$ cat src/sv/pfa_pkg.sv
`timescale 1ns / 1ps
`default_nettype none

package pfa_pkg;

    localparam int PAGE_W             = 13;
    localparam int COUNT_W            = 16;
    localparam int NUM_PAGES_DEF      = 8192;
    localparam int RESERVED_PAGES_DEF = 1024;

    localparam logic [COUNT_W-1:0] COUNT_MAX = '1;

    typedef enum logic [1:0] {
        FUNC_ALLOC  = 2'd0,
        FUNC_INCREF = 2'd1,
        FUNC_DECREF = 2'd2,
        FUNC_FREE   = 2'd3
    } func_t;

    typedef enum logic [1:0] {
        STATUS_OK    = 2'd0,
        STATUS_EMPTY = 2'd1,
        STATUS_RANGE = 2'd2
    } status_t;

    typedef struct packed {
        func_t              func;
        logic [PAGE_W-1:0]  page_index;
    } req_t;

    typedef struct packed {
        status_t            status;
        logic [PAGE_W-1:0]  page_out;
        logic [COUNT_W-1:0] ref_after;
    } rsp_t;

    typedef enum logic [1:0] {
        ST_CLEAR = 2'd0,
        ST_IDLE  = 2'd1,
        ST_LOOK  = 2'd2,
        ST_ALLOC = 2'd3
    } ctrl_state_t;

    typedef struct packed {
        logic clear_step;
        logic accept;
        logic lookup_alloc;
        logic commit_op;
        logic commit_alloc;
    } ctrl_cmd_t;

    typedef struct packed {
        logic clear_last;
        logic alloc_req;
        logic out_free;
    } dp_stat_t;

endpackage

`default_nettype wire

$ cat src/sv/pfa_ctrl.sv
`timescale 1ns / 1ps
`default_nettype none

module pfa_ctrl
    import pfa_pkg::*;
(
    input  wire logic      clk,
    input  wire logic      rst_n,
    input  wire logic      req_valid,
    output logic           req_ready,
    input  wire dp_stat_t  stat,
    output ctrl_cmd_t      cmd
);

    ctrl_state_t state_reg;
    ctrl_state_t state_next;

    always_ff @(posedge clk or negedge rst_n)
    begin
        if (!rst_n)
        begin
            state_reg <= ST_CLEAR;
        end
        else
        begin
            state_reg <= state_next;
        end
    end

    always_comb
    begin
        state_next = state_reg;
        case (state_reg)
            ST_CLEAR:
            begin
                if (stat.clear_last)
                begin
                    state_next = ST_IDLE;
                end
            end
            ST_IDLE:
            begin
                if (req_valid)
                begin
                    state_next = ST_LOOK;
                end
            end
            ST_LOOK:
            begin
                if (stat.alloc_req)
                begin
                    state_next = ST_ALLOC;
                end
                else if (stat.out_free)
                begin
                    state_next = ST_IDLE;
                end
            end
            ST_ALLOC:
            begin
                if (stat.out_free)
                begin
                    state_next = ST_IDLE;
                end
            end
            default:
            begin
                state_next = ST_CLEAR;
            end
        endcase
    end

    always_comb
    begin
        cmd       = '0;
        req_ready = 1'b0;
        case (state_reg)
            ST_CLEAR:
            begin
                cmd.clear_step = 1'b1;
            end
            ST_IDLE:
            begin
                req_ready  = 1'b1;
                cmd.accept = req_valid;
            end
            ST_LOOK:
            begin
                cmd.lookup_alloc = stat.alloc_req;
                cmd.commit_op    = !stat.alloc_req && stat.out_free;
            end
            ST_ALLOC:
            begin
                cmd.commit_alloc = stat.out_free;
            end
            default:
            begin
                cmd = '0;
            end
        endcase
    end

endmodule

`default_nettype wire

$ cat config.mk
export PLATFORM = sky130hd
export DESIGN_NAME = pfa_ctrl
export DESIGN_NICKNAME = d
export VERILOG_FILES = /design/src/sv/pfa_pkg.sv /design/src/sv/pfa_ctrl.sv
export SDC_FILE = /design/constraint.sdc
export NUM_CORES = 1
export LEC_CHECK = 0
export ABC_AREA = 0
export BUFFER_PORTS_ARGS = -buffer_cell sky130_fd_sc_hd__buf_4
export CAP_MARGIN = 20
export CORE_AREA = 2 2 39 41
export DETAILED_ROUTE_END_ITERATION = 16
export DIE_AREA = 0 0 41 43
export GPL_ROUTABILITY_DRIVEN = 0
export SLEW_MARGIN = 20
export SYNTH_ARGS = -nofsm -noshare
export SYNTH_HDL_FRONTEND = slang
export SYNTH_SLANG_ARGS = --single-unit
$ cat constraint.sdc
create_clock -name clk -period 0.8 [get_ports clk]
set_clock_uncertainty 0.05 [all_clocks]
set_input_delay 0 -clock clk [delete_from_list [all_inputs] [get_ports clk]]
set_output_delay 0 -clock clk [all_outputs]
set_load 0.01 [all_outputs]
# Yosys cells after proc, flatten, opt, wreduce, memory -nomap -nowiden
# Index checks and enable logic that the tools add are counted.
[word_totals]
register_bits = 2
latch_bits = 0
ramBits = 0
rom_bits = 0
inputBits = 6
output_inout_bits = 6
word_cells = 20
n_memories = 0
[op_classes]
n_addsub = 0
n_mul = 0
div = 0
n_lt_le_gt_ge = 0
n_eq_ne = 5
shifts = 0
muxes = 10
n_bitwise = 0
reduce_logical = 4
[op_table]
columns = ["operator", "count"]
rows = [
  ["2-bit 2-to-1 mux", 5],
  ["2-bit one-hot mux with 4 select lines", 1],
  ["2-bit == test (second input constant)", 2],
  ["1-bit 2-to-1 mux", 4],
  ["2-bit != test (second input constant)", 2],
  ["2-bit by 1-bit == test with 1-bit output (second input constant)", 1],
  ["2-bit zero test", 1],
  ["2-bit AND reduction", 1],
  ["1-bit logical AND", 1],
  ["1-bit zero test", 1],
]

# Depth between registers and ports, before layout
# Gate-level depths: netlist of the first run.
[depth]
word_depth = 3
mapped_depth = 3
mapped_depth_nobuf = 3

# Worst setup path before layout of the first run
# Ideal clock, no wire load.
[synth_path]
kind = "register -> register"
start = "register state_reg[0]"
end = "register state_reg[0]"
setup_ns = 0.129
arrival_time_ns = 0.731
required_ns = 0.621
slack_ns = -0.110
path_stages_with_launch = 3
n_path_buf = 0
synth_period_minus_slack_ns = 0.910
cell_sequence = "dfrtp_1 o31ai_1 o21ai_1"
[synth_via]
elab_chain_len = 3
elab_cells_between_ends = 10
cone_classes = "eq/ne (5); mux (3); reduce/logical (2)"
[synth_lines]
columns = ["item", "line_no", "text"]
rows = [
  ["start, declared", "pfa_ctrl.sv:15", "ctrl_state_t state_reg;"],
  ["start signal, assigned", "pfa_ctrl.sv:26", "state_reg <= state_next;"],
  ["2-bit 2-to-1 mux, or another cell as far along", "-", ""],
  ["2-bit 2-to-1 mux or 2-bit != test (tied branches)", "-", ""],
  ["2-bit one-hot mux with 4 select lines or 2-bit AND reduction (tied branches)", "-", ""],
]
# Several ways; a longest one is shown, not always the timed one.
# A chain may end at the register's enable or synchronous reset.

==> qor.yml, run 1 <==
global_routing:
  grt_usage: 0.0571
  grt_pass1_vias: 179
  grt_pass1_wl_um: 607
  grt_overflow: 0
  antenna_found_initial: 0
  grt_max_degree: 9
layout:
  area_growth_pct: 132
  drive_gt1_frac: 0.818
  fill_cells: 161
  antenna-diode-count: 0
  finalNetCount: 41
  largest_reg_flops: 2
synthesis:
  synthCells: 15
  yosys-top-cells-count: "2 x dfrtp_1, 2 x o21ai_1"
  syn_area_per_cell_um2: 8.93
  synth_edf_count: 0
  netlist_area_um2: 134
  ys_seq_elements: 2
  async_flop_share: 1.00
  synth_area_leaders: "dfrtp_1 37%, and4bb_2 9.3%, o21ai_1 7.5%, a21o_1 5.6%, and3_2 5.6%"
  synth.largest_area_cell: "dfrtp_1"
  ys.flop_type: "dfrtp_1"
  yosysWarnings: 0
  synth_nets: 21
  ys_seq_area_frac: 0.374
  synth.distinct_cells: 13
  synth_top_cell_area_share: 0.374
pwr:
  intPower_uw: 660
  p_switching_uw: 379
  p_comb_frac: 0.524
  irDropWorstVdd_mv: 0.482
  powerDensity_nw_per_um2: 3350
  totalPowerFinal_mw: 1.04
  swShare: 0.365
  seq_power_share: 0.257
  p_clk_frac: 0.219
  p_leak_nw: 0.152
cts:
  cts_tree: "yes"
  ctsHtreeMaxLevel: 1
  cts_made_buffers: 3
  cts_root_buf: "clkbuf_4"
  cts_hold_buf: 1
  clk_latency_ps: 230
  clock_path_buffers: 2
  path_clk_slew_ps: 30
  cts.sinks: 2
sta:
  maxSlewViolCount: 0
  hold_viol_final: 1
  timing.final.crit_share: 1.40
  max_slew_margin: 0.885
  worst_slew_pin_slew_ps: 171
  fin_crit_ps: 1120
  max_freq_ghz: 0.894
  setup_viol: 8
  rsz0062_at_grt: "true"
  worst_slack_ps: -318
  tns_ps: -1850
  hold_ws_ps: -29.0
run_status:
  outcome: "complete, but fails checks"
  failed_checks: "hold timing, setup timing"
routing:
  dr.pass1.iters: 1
  ant_nets: 0
  remaining_drc_errors: 0
  via_per_inst: 3.65
  wl_um: 442
  drt_iter0_drc: 0
  vias: 179
  wl_per_cell_um: 9.02
worst_setup_path:
  cp-start-kind: "flip-flop"
  path_cells: "and4bb_2 -> buf_4"
  crit_path_end_kind: "primary output"
  required_ps: 750
  criticalPathCategory: "flip-flop to primary output"
  slowest_stage: "dfrtp_2"
  max_stage_delay_ps: 440
  worstPathArrival_ps: 1070
  cp_max_fo: 7
floorplan:
  die_h_um: 43
  ios: 12
  core_um2: 1380
  die_w_um: 41
  start_util: 0.0967
  die_area_um2: 1760
  rows: 14
placement:
  dpl.hpwl_um: 317
  io_buffers: 11
worst_hold_path:
  hp-class: "input port to flip-flop"
job:
  max_cap_viol_count: 0
[power by group through the flow]
stage,clock (mW),combinational [mW],sequential [mW]
after global placement,0,0.387,0.256
after global routing,0.247,0.596,0.281
after CTS,0.244,0.511,0.259
after detailed placement,0,0.396,0.266
after floorplan,0,0.208,0.236
final,0.227,0.545,0.267
[path summary, 6_finish.rpt]
check	to	slack (ps)	start	depth (start not counted)
max	cmd[1]	-320	state_reg[0]$_DFFE_PN0P_	2
min	state_reg[0]$_DFFE_PN0P_	-30	stat[1]	3
max reg2reg	state_reg[0]$_DFFE_PN0P_	-220	state_reg[0]$_DFFE_PN0P_	3
min reg2reg	state_reg[1]$_DFFE_PN0P_	540	state_reg[1]$_DFFE_PN0P_	1
max in group asynchronous	state_reg[0]$_DFFE_PN0P_	560	rst_n	2
min in group asynchronous	state_reg[1]$_DFFE_PN0P_	40	rst_n	2
[layer usage]
layer  vias up  wire [µm]  global-route usage
met5         -          0                   0
met1        84        132              0.0382
met3         0         22                   0
li1         91          -                   -
met2         4        287              0.0938
met4         0          0               0.100
[through the flow]
stage,util,setup WS [ps],instances,cell area (µm²)
6_report,0.224,-318,49,310
5_1_grt,0.224,-355,49,310
4_1_cts,0.212,-329,49,294
3_5_place_dp,0.171,-152,42,236
3_3_place_gp,0.171,-121,42,236
2_1_floorplan,-,-70.9,15,134
[layout make-up]
class                   instances  area [µm²]  area share
repair buffers                 15         115       0.371
multi-input cells              12        96.3       0.310
flip-flops and latches          2        52.6       0.169
clock buffers                   3        22.5      0.0726
well taps                      16        20.0      0.0645
inverters                       1        3.75      0.0121
[cells by family after synthesis]
kind of cell / share of synthesized area
AO/OA/AOI/OAI: 0.224
buffers and inverters: 0.0280
flip-flops: 0.374
AND/OR/NAND/NOR: 0.374
[repair_timing]
| action | CTS | global route |
|---|---|---|
| buffers inserted | 3 | 0 |
| pin swaps | 3 | 3 |
| hold endpoints to repair | 3 | 1 |
| endpoints found under the setup margin | 8 | 8 |
| gates resized for setup | 2 | 4 |
[cell usage in the layout, fill, tap and decap left out, drive strengths merged]
cell	instances
buf	14
dfrtp	2
dlygate4sd3	1
nor3b	1
nor2	2
inv	1
nand2	1
and4bb	1
nor2b	1
clkbuf	3
and3	1
o21ai	3
a21o	1
o31ai	1
[worst max-delay path: cells and delay by family (launching register included)]
kind	cells	cell delay, ps
buf+inv	1	110
flops	1	440
simple gates	1	290
Power figures use the tool's default switching activity.
==> run 2: changes to the inputs <==
--- a/config.mk
+++ b/config.mk
@@ -8,11 +8,16 @@
 export ABC_AREA = 0
 export BUFFER_PORTS_ARGS = -buffer_cell sky130_fd_sc_hd__buf_4
 export CAP_MARGIN = 20
+export CELL_PAD_IN_SITES_DETAIL_PLACEMENT = 0
+export CELL_PAD_IN_SITES_GLOBAL_PLACEMENT = 1
 export CORE_AREA = 2 2 39 41
+export CTS_BUF_LIST = sky130_fd_sc_hd__clkbuf_8 sky130_fd_sc_hd__clkbuf_16
 export DETAILED_ROUTE_END_ITERATION = 16
 export DIE_AREA = 0 0 41 43
 export GPL_ROUTABILITY_DRIVEN = 0
+export PLACE_DENSITY_LB_ADDON = 0.1
 export SLEW_MARGIN = 20
 export SYNTH_ARGS = -nofsm -noshare
 export SYNTH_HDL_FRONTEND = slang
 export SYNTH_SLANG_ARGS = --single-unit
+export TNS_END_PERCENT = 1
==> qor.yml, run 2 (same netlist as run 1, synthesis figures left out) <==
run_status:
  outcome: "complete, but fails checks"
  failed_checks: "hold timing, setup timing"
sta:
  setup_viol: 8
  hold_ws_ps: -3.36
  max_slew_margin: 0.882
  hold_viol_final: 1
  rsz0062_at_grt: "true"
  max_freq_ghz: 0.921
  worst_slack_ps: -286
  fin_crit_ps: 1090
  maxSlewViolCount: 0
  timing.final.crit_share: 1.36
  worst_slew_pin_slew_ps: 176
cts:
  ctsHtreeMaxLevel: 1
  cts_tree: "yes"
  path_clk_slew_ps: 30
  cts_root_buf: "clkbuf_8"
  cts.sinks: 2
  cts_made_buffers: 3
  clock_path_buffers: 2
  clk_latency_ps: 210
worst_setup_path:
  cp_max_fo: 6
  startpoint: "state_reg[0]$_DFFE_PN0P_"
  worst-r2r-setup-slack_ps: -230
  reg2reg_from: "state_reg[0]$_DFFE_PN0P_"
  criticalPathCategory: "flip-flop to primary output"
  required_ps: 750
  worstPathArrival_ps: 1040
  crit_path_end_kind: "primary output"
  cp-start-kind: "flip-flop"
floorplan:
  rows: 14
  start_util: 0.0967
  core_um2: 1380
  ios: 12
  die_area_um2: 1760
  die_w_um: 41
  die_h_um: 43
layout:
  finalNetCount: 42
  post-route-util: 0.245
  antenna-diode-count: 0
  fill_cells: 159
  mostFrequentLayoutCells: "12 x buf_4, 3 x clkbuf_8, 2 x buf_6, 2 x dfrtp_2"
  multi_input_area_um2: 93.8
  final_common_cell: "buf_4"
  stdcell_count: 50
  seq_area_um2: 52.6
  largest_reg_flops: 2
  stdcell_area_um2: 339
  drive_gt1_frac: 0.794
  area_growth_pct: 153
routing:
  wl_per_cell_um: 9.44
  via_per_inst: 3.64
  ant_nets: 0
  drt_iter0_drc: 0
  dr.pass1.iters: 1
  remaining_drc_errors: 0
  wl_um: 472
  vias: 182
global_routing:
  grt_usage: 0.0641
  antenna_found_initial: 0
  grt_overflow: 0
  grt_pass1_wl_um: 683
  grt_pass1_vias: 197
  grt_max_degree: 9
pwr:
  irDropWorstVdd_mv: 0.887
  powerDensity_nw_per_um2: 3700
  p_leak_nw: 0.165
job:
  max_cap_viol_count: 0
worst_hold_path:
  hp-class: "input port to flip-flop"
  min-delay-start: "stat[1]"
placement:
  dp.cells: 43
  dpl.hpwl_um: 311
  dp_slack_ps: -179
  io_buffers: 11
  placed_area_um2: 244
run 2: changes by cell type in the layout (fill, tap and decap cells not counted):
cell	change
buf_2	+1
buf_4	-2
buf_6	+2
clkbuf_4	-3
clkbuf_8	+3
nor2_1	+1
nor2_2	-1
run 2: final timing paths:
path                                            end  depth (start not counted)
setup / recovery                             cmd[1]                          2
hold / removal             state_reg[0]$_DFFE_PN0P_                          3
setup reg to reg           state_reg[0]$_DFFE_PN0P_                          3
hold reg to reg            state_reg[0]$_DFFE_PN0P_                          1
max in group asynchronous  state_reg[1]$_DFFE_PN0P_                          2
min in group asynchronous  state_reg[0]$_DFFE_PN0P_                          2
run 2: critical path: stages, from the launching register on:
cell	delay, ps
dfrtp_2	420
and4bb_2	300
buf_6	100
run 2: cell type report:
cell class / count / share of cell area
tap: 16 / 0.0590
sequential: 2 / 0.155
clock buffer: 3 / 0.122
timing repair buffer: 16 / 0.376
inverter: 1 / 0.0111
multi-input combinational: 12 / 0.277
run 2: what timing repair did:
item,in CTS,in global routing
setup endpoints to repair,8,8
hold buffers,1,0
buffers inserted,2,1
endpoints found under the hold margin,2,0
resized for setup,6,2
run 2: power breakdown:
group	switching (mW)	internal, mW
combinational	0.234	0.370
sequential	0.0950	0.163
clock	0.0745	0.318
run 2: through the flow:
stage	power [mW]	TNS, ps
floorplan	0.444	-174
global placement	0.708	-887
detailed placement	0.703	-884
CTS	1.23	-2090
global route	1.35	-2330
finish	1.25	-1940
run 2: per-layer routing:
metal	GRT usage	wire, µm	up-vias
met1	0.0478	168	85
met5	0	0	-
met4	0.0800	0	0
met3	0.0157	20	0
li1	-	-	93
met2	0.106	282	4
==> run 3: changes to the inputs <==
--- a/config.mk
+++ b/config.mk
@@ -16,6 +16,7 @@
 export DIE_AREA = 0 0 41 43
 export GPL_ROUTABILITY_DRIVEN = 0
 export PLACE_DENSITY_LB_ADDON = 0.1
+export REMOVE_ABC_BUFFERS = 1
 export SLEW_MARGIN = 20
 export SYNTH_ARGS = -nofsm -noshare
 export SYNTH_HDL_FRONTEND = slang
==> qor.yml, run 3 (same netlist as run 1, synthesis figures left out) <==
routing:
  via_per_inst: 3.60
  wl_per_cell_um: 10.1
  dr.pass1.iters: 1
  ant_nets: 0
  remaining_drc_errors: 0
  vias: 173
  wl_um: 483
  drt_iter0_drc: 0
worst_setup_path:
  reg2reg_from: "state_reg[0]$_DFFE_PN0P_"
  startpoint: "state_reg[0]$_DFFE_PN0P_"
  max_stage_delay_ps: 430
  cp_max_fo: 6
  criticalPathCategory: "flip-flop to primary output"
  reg2reg_depth: 3
  crit_path_end_kind: "primary output"
  required_ps: 750
  path_cells: "and4bb_2 -> buf_6"
  worstPathArrival_ps: 1050
  r2r-end: "state_reg[0]$_DFFE_PN0P_"
  endpoint: "cmd[1]"
  slowest_stage: "dfrtp_2"
  cp-start-kind: "flip-flop"
  worst-r2r-setup-slack_ps: -240
cts:
  cts.sinks: 2
  cts_root_buf: "clkbuf_8"
  cts_made_buffers: 3
  path_clk_slew_ps: 30
  clock_path_buffers: 2
  clk_latency_ps: 210
  ctsHtreeMaxLevel: 1
  cts_tree: "yes"
global_routing:
  grt_usage: 0.0702
  grt_pass1_vias: 201
  grt_pass1_wl_um: 724
  grt_max_degree: 10
  grt_overflow: 0
  antenna_found_initial: 0
floorplan:
  die_w_um: 41
  ios: 12
  rows: 14
  die_area_um2: 1760
  core_um2: 1380
  die_h_um: 43
  start_util: 0.0967
layout:
  finalNetCount: 40
  area_growth_pct: 133
  post-route-util: 0.225
  final_common_cell: "buf_4"
  drive_gt1_frac: 0.719
  largest_reg_flops: 2
  mostFrequentLayoutCells: "11 x buf_4, 3 x clkbuf_8, 2 x o21ai_1, 2 x dfrtp_2"
  antenna-diode-count: 0
sta:
  maxSlewViolCount: 0
  max_freq_ghz: 0.909
  worst_slack_ps: -300
  max_slew_margin: 0.874
  rsz0062_at_grt: "true"
  hold_viol_final: 1
  hold_ws_ps: -0.145
  worst_slew_pin_slew_ps: 187
  fin_crit_ps: 1100
  setup_viol: 8
  timing.final.crit_share: 1.38
pwr:
  powerDensity_nw_per_um2: 3680
  intPower_uw: 771
  p_clk_frac: 0.344
  totalPowerFinal_mw: 1.15
  p_switching_uw: 376
  seq_power_share: 0.229
  swShare: 0.328
  p_leak_nw: 0.152
  p_comb_frac: 0.427
  irDropWorstVdd_mv: 0.789
placement:
  dp_slack_ps: -198
  io_buffers: 11
run_status:
  failed_checks: "hold timing, setup timing"
  outcome: "complete, but fails checks"
worst_hold_path:
  hp-class: "input port to flip-flop"
job:
  max_cap_viol_count: 0
## run 3: cell count changes in the layout (fill, tap and decap cells not counted), sizes merged
cell	before	now
buf	15	13
## run 3: what timing repair did
action / 4_1_cts / 5_1_grt
setup endpoints to repair: 8 / 8
gates resized for setup: 5 / 0
hold buffers: 1 / 0
hold endpoints to repair: 3 / 0
pin swaps: 1 / 1
buffers inserted: 2 / 0
## run 3: metrics by stage
stage                     setup TNS [ps]  cells  area, µm²
final                              -1890     48        312
after global placement              -705     42        236
after detailed placement            -788     42        236
after floorplan                     -216     15        134
after CTS                          -1970     48        312
after global routing               -2230     48        312
## run 3: layout make-up
class                           instances  area [µm²]
Fill cell                             153        1070
Timing Repair Buffer                   14         109
Multi-Input combinational cell         12        85.1
Sequential cell                         2        52.6
Clock buffer                            3        41.3
Tap cell                               16        20.0
Inverter                                1        3.75
## run 3: worst min path at each step
stage	slack, ps	end	from	cells after the start
floorplan	-350	state_reg[0]$_DFFE_PN0P_	rst_n	0
global placement	-270	state_reg[1]$_DFFE_PN0P_	rst_n	1
detailed placement	-270	state_reg[1]$_DFFE_PN0P_	rst_n	1
CTS	-4	state_reg[0]$_DFFE_PN0P_	stat[1]	3
global route	20	state_reg[0]$_DFFE_PN0P_	stat[1]	3
finish	-0.1	state_reg[0]$_DFFE_PN0P_	stat[1]	3
## run 3: power groups by stage
stage	logic [mW]	clock network (mW)	registers (mW)
2_1_floorplan	0.209	0	0.235
3_5_place_dp	0.396	0	0.272
3_3_place_gp	0.401	0	0.270
4_1_cts	0.499	0.413	0.264
6_report	0.490	0.395	0.262
5_1_grt	0.535	0.422	0.278
## run 3: worst max-delay path, delay by kind of cell (launching register included)
| kind | cells | cell delay (ps) |
|---|---|---|
| buffers and inverters | 1 | 100 |
| AND/OR/NAND/NOR | 1 | 310 |
| flip-flops | 1 | 430 |
## run 3: routing by layer
metal  share of wire  global-route usage
met5               0                   0
met4               0               0.120
met1            0.35              0.0577
met2            0.60               0.106
met3           0.050                   0
